<file path="src/design/rbst_pkg.sv">
package rbst_pkg;

  // Default coordinate width: signed Q16.16.
  localparam int unsigned COORD_BITS_DEF = 32;

  localparam int unsigned NUM_AXES   = 3;
  localparam int unsigned NUM_FIELDS = 12;

  // Position of the first (x) field of each group in the input word.
  localparam int unsigned FIELD_ORIGIN  = 0;
  localparam int unsigned FIELD_INV_DIR = 3;
  localparam int unsigned FIELD_BOX_LO  = 6;
  localparam int unsigned FIELD_BOX_HI  = 9;

  // Register stages from input to the output register.
  localparam int unsigned NUM_STAGES = 5;

  // The one-bit result padded to a whole byte.
  localparam int unsigned OUT_TDATA_W = 8;

  // Per-stage load enables; s1 sits in the lowest bit.
  typedef struct packed {
    logic s5;
    logic s4;
    logic s3;
    logic s2;
    logic s1;
  } pipe_en_t;

endpackage

</file>
<file path="src/design/rbst_mul.sv">
module rbst_mul #(
  parameter int unsigned AW = 33,
  parameter int unsigned BW = 32
) (
  input  logic                    clk_i,
  input  rbst_pkg::pipe_en_t      en_i,
  input  logic signed [AW-1:0]    a_i,
  input  logic signed [BW-1:0]    b_i,
  output logic signed [AW+BW-1:0] prod_o
);

  localparam int unsigned PW = AW + BW;
  localparam int unsigned LA = AW / 2;
  localparam int unsigned HA = AW - LA;
  localparam int unsigned LB = BW / 2;
  localparam int unsigned HB = BW - LB;

  logic [LA-1:0] a_lo;
  logic [HA-1:0] a_hi;
  logic [LB-1:0] b_lo;
  logic [HB-1:0] b_hi;

  logic signed [HA+HB-1:0]   pp_hh_q;
  logic signed [HA+LB:0]     pp_hl_q;
  logic signed [LA+HB:0]     pp_lh_q;
  logic        [LA+LB-1:0]   pp_ll_q;

  logic [PW-1:0] hh_x;
  logic [PW-1:0] hl_x;
  logic [PW-1:0] lh_x;
  logic [PW-1:0] ll_x;
  logic [PW-1:0] sum;
  logic [PW-1:0] prod_q;

  assign a_lo = a_i[LA-1:0];
  assign a_hi = a_i[AW-1:LA];
  assign b_lo = b_i[LB-1:0];
  assign b_hi = b_i[BW-1:LB];

  // Stage 2: four narrow partial products; the low halves are unsigned.
  always_ff @(posedge clk_i) begin
    if (en_i.s2) begin
      pp_hh_q <= (HA+HB)'($signed(a_hi)) * (HA+HB)'($signed(b_hi));
      pp_hl_q <= (HA+LB+1)'($signed(a_hi)) * (HA+LB+1)'($signed({1'b0, b_lo}));
      pp_lh_q <= (LA+HB+1)'($signed({1'b0, a_lo})) * (LA+HB+1)'($signed(b_hi));
      pp_ll_q <= (LA+LB)'(a_lo) * (LA+LB)'(b_lo);
    end
  end

  // Stage 3: align and add. The exact product fits in PW bits, so the sum
  // taken modulo 2^PW is the exact signed result.
  always_comb begin
    hh_x = {{(PW-HA-HB){pp_hh_q[HA+HB-1]}}, pp_hh_q};
    hl_x = {{(PW-HA-LB-1){pp_hl_q[HA+LB]}}, pp_hl_q};
    lh_x = {{(PW-LA-HB-1){pp_lh_q[LA+HB]}}, pp_lh_q};
    ll_x = {{(PW-LA-LB){1'b0}}, pp_ll_q};
    sum  = (hh_x << (LA + LB)) + (hl_x << LA) + (lh_x << LB) + ll_x;
  end

  always_ff @(posedge clk_i) begin
    if (en_i.s3) begin
      prod_q <= sum;
    end
  end

  assign prod_o = $signed(prod_q);

endmodule

</file>
<file path="config.mk">
export PLATFORM = sky130hd
export DESIGN_NAME = rbst_mul
export DESIGN_NICKNAME = d
export VERILOG_FILES = /design/src/design/rbst_pkg.sv /design/src/design/rbst_mul.sv
export SDC_FILE = /design/constraint.sdc
export NUM_CORES = 2
export LEC_CHECK = 0
export ABC_AREA = 1
export ABC_CLOCK_PERIOD_IN_PS = 7600
export BUFFER_PORTS_ARGS = -buffer_cell sky130_fd_sc_hd__buf_2
export CAP_MARGIN = 20
export CORE_ASPECT_RATIO = 1.25
export CORE_MARGIN = 3
export CORE_UTILIZATION = 50
export CTS_BUF_LIST = sky130_fd_sc_hd__clkbuf_8 sky130_fd_sc_hd__clkbuf_16
export DETAILED_ROUTE_END_ITERATION = 10
export GPL_TIMING_DRIVEN = 0
export PLACE_DENSITY = 0.71
export SYNTH_ARGS = -nofsm -noshare
export SYNTH_HDL_FRONTEND = slang
export SYNTH_SLANG_ARGS = --single-unit
</file>
<file path="constraint.sdc">
create_clock -name clk_i -period 7.6 [get_ports clk_i]
set_input_delay 0.76 -clock clk_i [delete_from_list [all_inputs] [get_ports clk_i]]
set_output_delay 0.76 -clock clk_i [all_outputs]
set_load 0.02 [all_outputs]
</file>
==> impl_metrics.toml <==
[detailed_routing]
antenna_left = 0
drt_iter0_markers = 3841
avgViaCountPerCell = 5.32
first_pass_iters = 6
post-route-drc-count = 0
dr_total_vias = 44064
wl_per_cell_um = 22.4
drt-total-wl_um = 186000

[grt]
grt_start_max_net_pins = 103
grt_pass1_vias = 44834
grt_usage_pct = 34.8
antenna_found_initial = 8
overflow = 0
grt_pass1_wl_um = 276000

[synth]
syn-cell-area_sq_um = 52300
synth-seq-area-share_pct = 11.3
ys_types = 33
synth_nets = 8303
async_reset_ff_share_pct = 0
synth_enable_flop_cells = 197
synth_area_per_cell_sq_um = 7.70
ys.flop_type = "edfxtp_1"
ys_ff_latch = 197
syn-instance-count = 6796
yosysWarnings = 0

[timing]
relSlewSlack_pct = 13.3
hold_viol = 0
fmax_mhz = 133
finalSetupViolCount = 0
finClkSkew_ns = 0.0257
rsz0062_at_grt = "false"
fin_crit_sh_pct = 98.8
worstMarginPinSlew_ns = 1.30
fin_crit_ns = 7.51
finalMaxSlewViolations = 0

[cells_and_area]
design.final.nets = 8428
fin_cells = 8281
drive_gt1_share_pct = 3.12
fill_cells = 10073
final_cell_mix = "2031 x inv_1, 1974 x nand2_1, 992 x fa_1, 444 x ha_1, 217 x nor2_1"
syn_to_final_growth_pct = 5.56
layout_commonest_cell = "inv_1"

[cts]
cts_tree = "done"
h-tree-depth = 4
cts.sinks = 197
clockBufferDepth = 2
clkTransAtPathRegs_ns = 0.08
clk_latency_ns = 0.49
post_cts_buffers = 0
root_buffer = "clkbuf_16"
cts_made_buffers = 17

[place]
hpwl_um = 157000
numPlacedInstances = 8240
gp_congestion = 1.03
io_buffers = 101

[critical_path]
worst_path_max_delay_cell = "clkbuf_1"
critPathMaxFanout = 10
crit_family = "adder cells"
timing.rr.start = "pp_hl_q[33]$_DFFE_PP_"
crit_chain = "clkbuf_1 -> clkbuf_1 -> nand2_1 -> fa_1 -> inv_1 -> fa_1 -> inv_1 -> fa_1 -> fa_1 -> fa_1 -> fa_1 -> inv_1 -> ha_1 -> a21oi_1 -> o21ai_0 -> nand2_1 -> nand2_1 -> a21oi_1 -> nand2_1 -> nand2_1 -> nand2_1"
regToRegSetupSlack_ns = 4.02
critPathCaptureType = "register"
rr_worst_depth = 9
timing_worst_setup_path_type = "input pin to register"
cpPeakStageDelay_ns = 0.89
arrival_ns = 7.72
rr_endpoint = "prod_o[53]$_DFFE_PP_"
required_ns = 7.81
start_kind = "input pin"
critPathBufInv = 5
critical_path_depth = 21

[floorplanning]
core_sq_um = 104000
rows = 132
die_h_um = 368
die-area_sq_um = 109000
initial_core_util_pct = 50.5
io_pins = 136
die_w_um = 295

[min_path]
hp-class = "register to register"
worstHoldStart = "pp_ll_q[15]$_DFFE_PP_"
hold_end = "prod_o[15]$_DFFE_PP_"
min_delay_path_depth = 0

[status]
status = "finished clean"

[run]
drv_cap = 0
per-layer routing:
layer | wire (um) | share of wire [%] | global-route usage (%) | up-vias
met5 | 20 | 0.011 | 0 | -
met1 | 68600 | 37 | 42.9 | 21474
met3 | 17400 | 9.4 | 6.76 | 592
met2 | 85000 | 46 | 56.1 | 2233
met4 | 14700 | 7.9 | 22.1 | 4
li1 | - | - | - | 19761
worst register-to-register path: stages (launching register included):
cell and delay, ns:
edfxtp_1 0.98, fa_1 0.56, ha_1 0.52, nand2_1 0.18
nor2_1 0.22, nand2_1 0.11, nor2_1 0.38, nand3_1 0.20
nand4_1 0.14, nand2_1 0.06
flip-flops by register name, summed over array words and instances, names as in the netlist:
name     flops
pp_hh_q     33
pp_hl_q     34
pp_lh_q     33
pp_ll_q     32
prod_o      65
cell families after synthesis:
logic type	count (synthesis)	share of synthesized area, %
XOR/XNOR	113	1.89
AND/OR/NAND/NOR	2519	19.3
adder cells (fa/ha/maj)	1436	48.6
flip-flops	197	11.3
buffers and inverters	2266	16.3
AO/OA/AOI/OAI	265	2.67
timing repair:
| action | in CTS | in global routing |
|---|---|---|
| hold buffers | 0 | 0 |
| pin swaps | 0 | 0 |
| endpoints found under the setup margin | 1 | 1 |
| resized for setup | 1 | 11 |
cell usage after synthesis, types with 2 or more instances:
cell type | instances | area, sq um
inv_1 | 2031 | 7620
nand2_1 | 1974 | 7410
fa_1 | 992 | 19900
ha_1 | 444 | 5560
clkbuf_1 | 218 | 818
nor2_1 | 217 | 815
edfxtp_1 | 197 | 5920
a21oi_1 | 157 | 786
nand3_1 | 155 | 776
xor2_1 | 91 | 797
o21ai_0 | 77 | 385
nand4_1 | 63 | 394
nor3_1 | 32 | 160
xnor2_1 | 22 | 193
nor2_2 | 18 | 113
nand2_2 | 16 | 100
o21bai_1 | 16 | 120
or2_2 | 14 | 87.6
inv_2 | 9 | 33.8
buf_1 | 8 | 30.0
nor3_2 | 8 | 80.1
nor2_4 | 6 | 67.6
a21o_1 | 5 | 37.5
a31oi_1 | 4 | 25.0
nand3b_1 | 4 | 30.0
o21a_1 | 4 | 30.0
and2_1 | 3 | 18.8
nor4_1 | 3 | 18.8
or2_1 | 3 | 18.8
nand3_2 | 2 | 20.0
layout make-up:
cell class	instances	area (sq um)	area share, %
multi-input combinational	4333	37900	68.6
clock buffer	17	425	0.770
sequential	197	5920	10.7
inverter	2040	7660	13.9
buffer	226	855	1.55
antenna	7	17.5	0.0317
tap	1340	1680	3.03
timing repair buffer	106	601	1.09
clock inverter	15	184	0.333
how the worst max path moves through the flow:
stage                       from               endpoint  slack, ns
final                     b_i[7]  pp_hl_q[33]$_DFFE_PP_       0.09
after global routing      b_i[7]  pp_hl_q[33]$_DFFE_PP_       0.02
after CTS                 b_i[4]  pp_hl_q[33]$_DFFE_PP_       0.14
after detailed placement  b_i[3]  pp_hl_q[33]$_DFFE_PP_      -0.58
after global placement    b_i[3]  pp_hl_q[33]$_DFFE_PP_      -0.54
after floorplan           b_i[3]  pp_hl_q[33]$_DFFE_PP_       1.48
stage by stage:
step	TNS, ns	util [%]	hold slack, ns	setup slack [ns]	instance area, sq um
CTS	0	53.2	0.424	0.140	55200
detailed placement	-2.04	52.6	0.405	-0.578	54600
global placement	-1.91	52.6	0.402	-0.538	54500
global route	0	53.3	0.433	0.0208	55200
finish	0	53.3	0.423	0.0916	55300
floorplan	0	-	0.400	1.48	52300
Power is left out: the tool's default activity adds up to more than one toggle a clock period on the data nets, which glitch-free logic cannot reach.
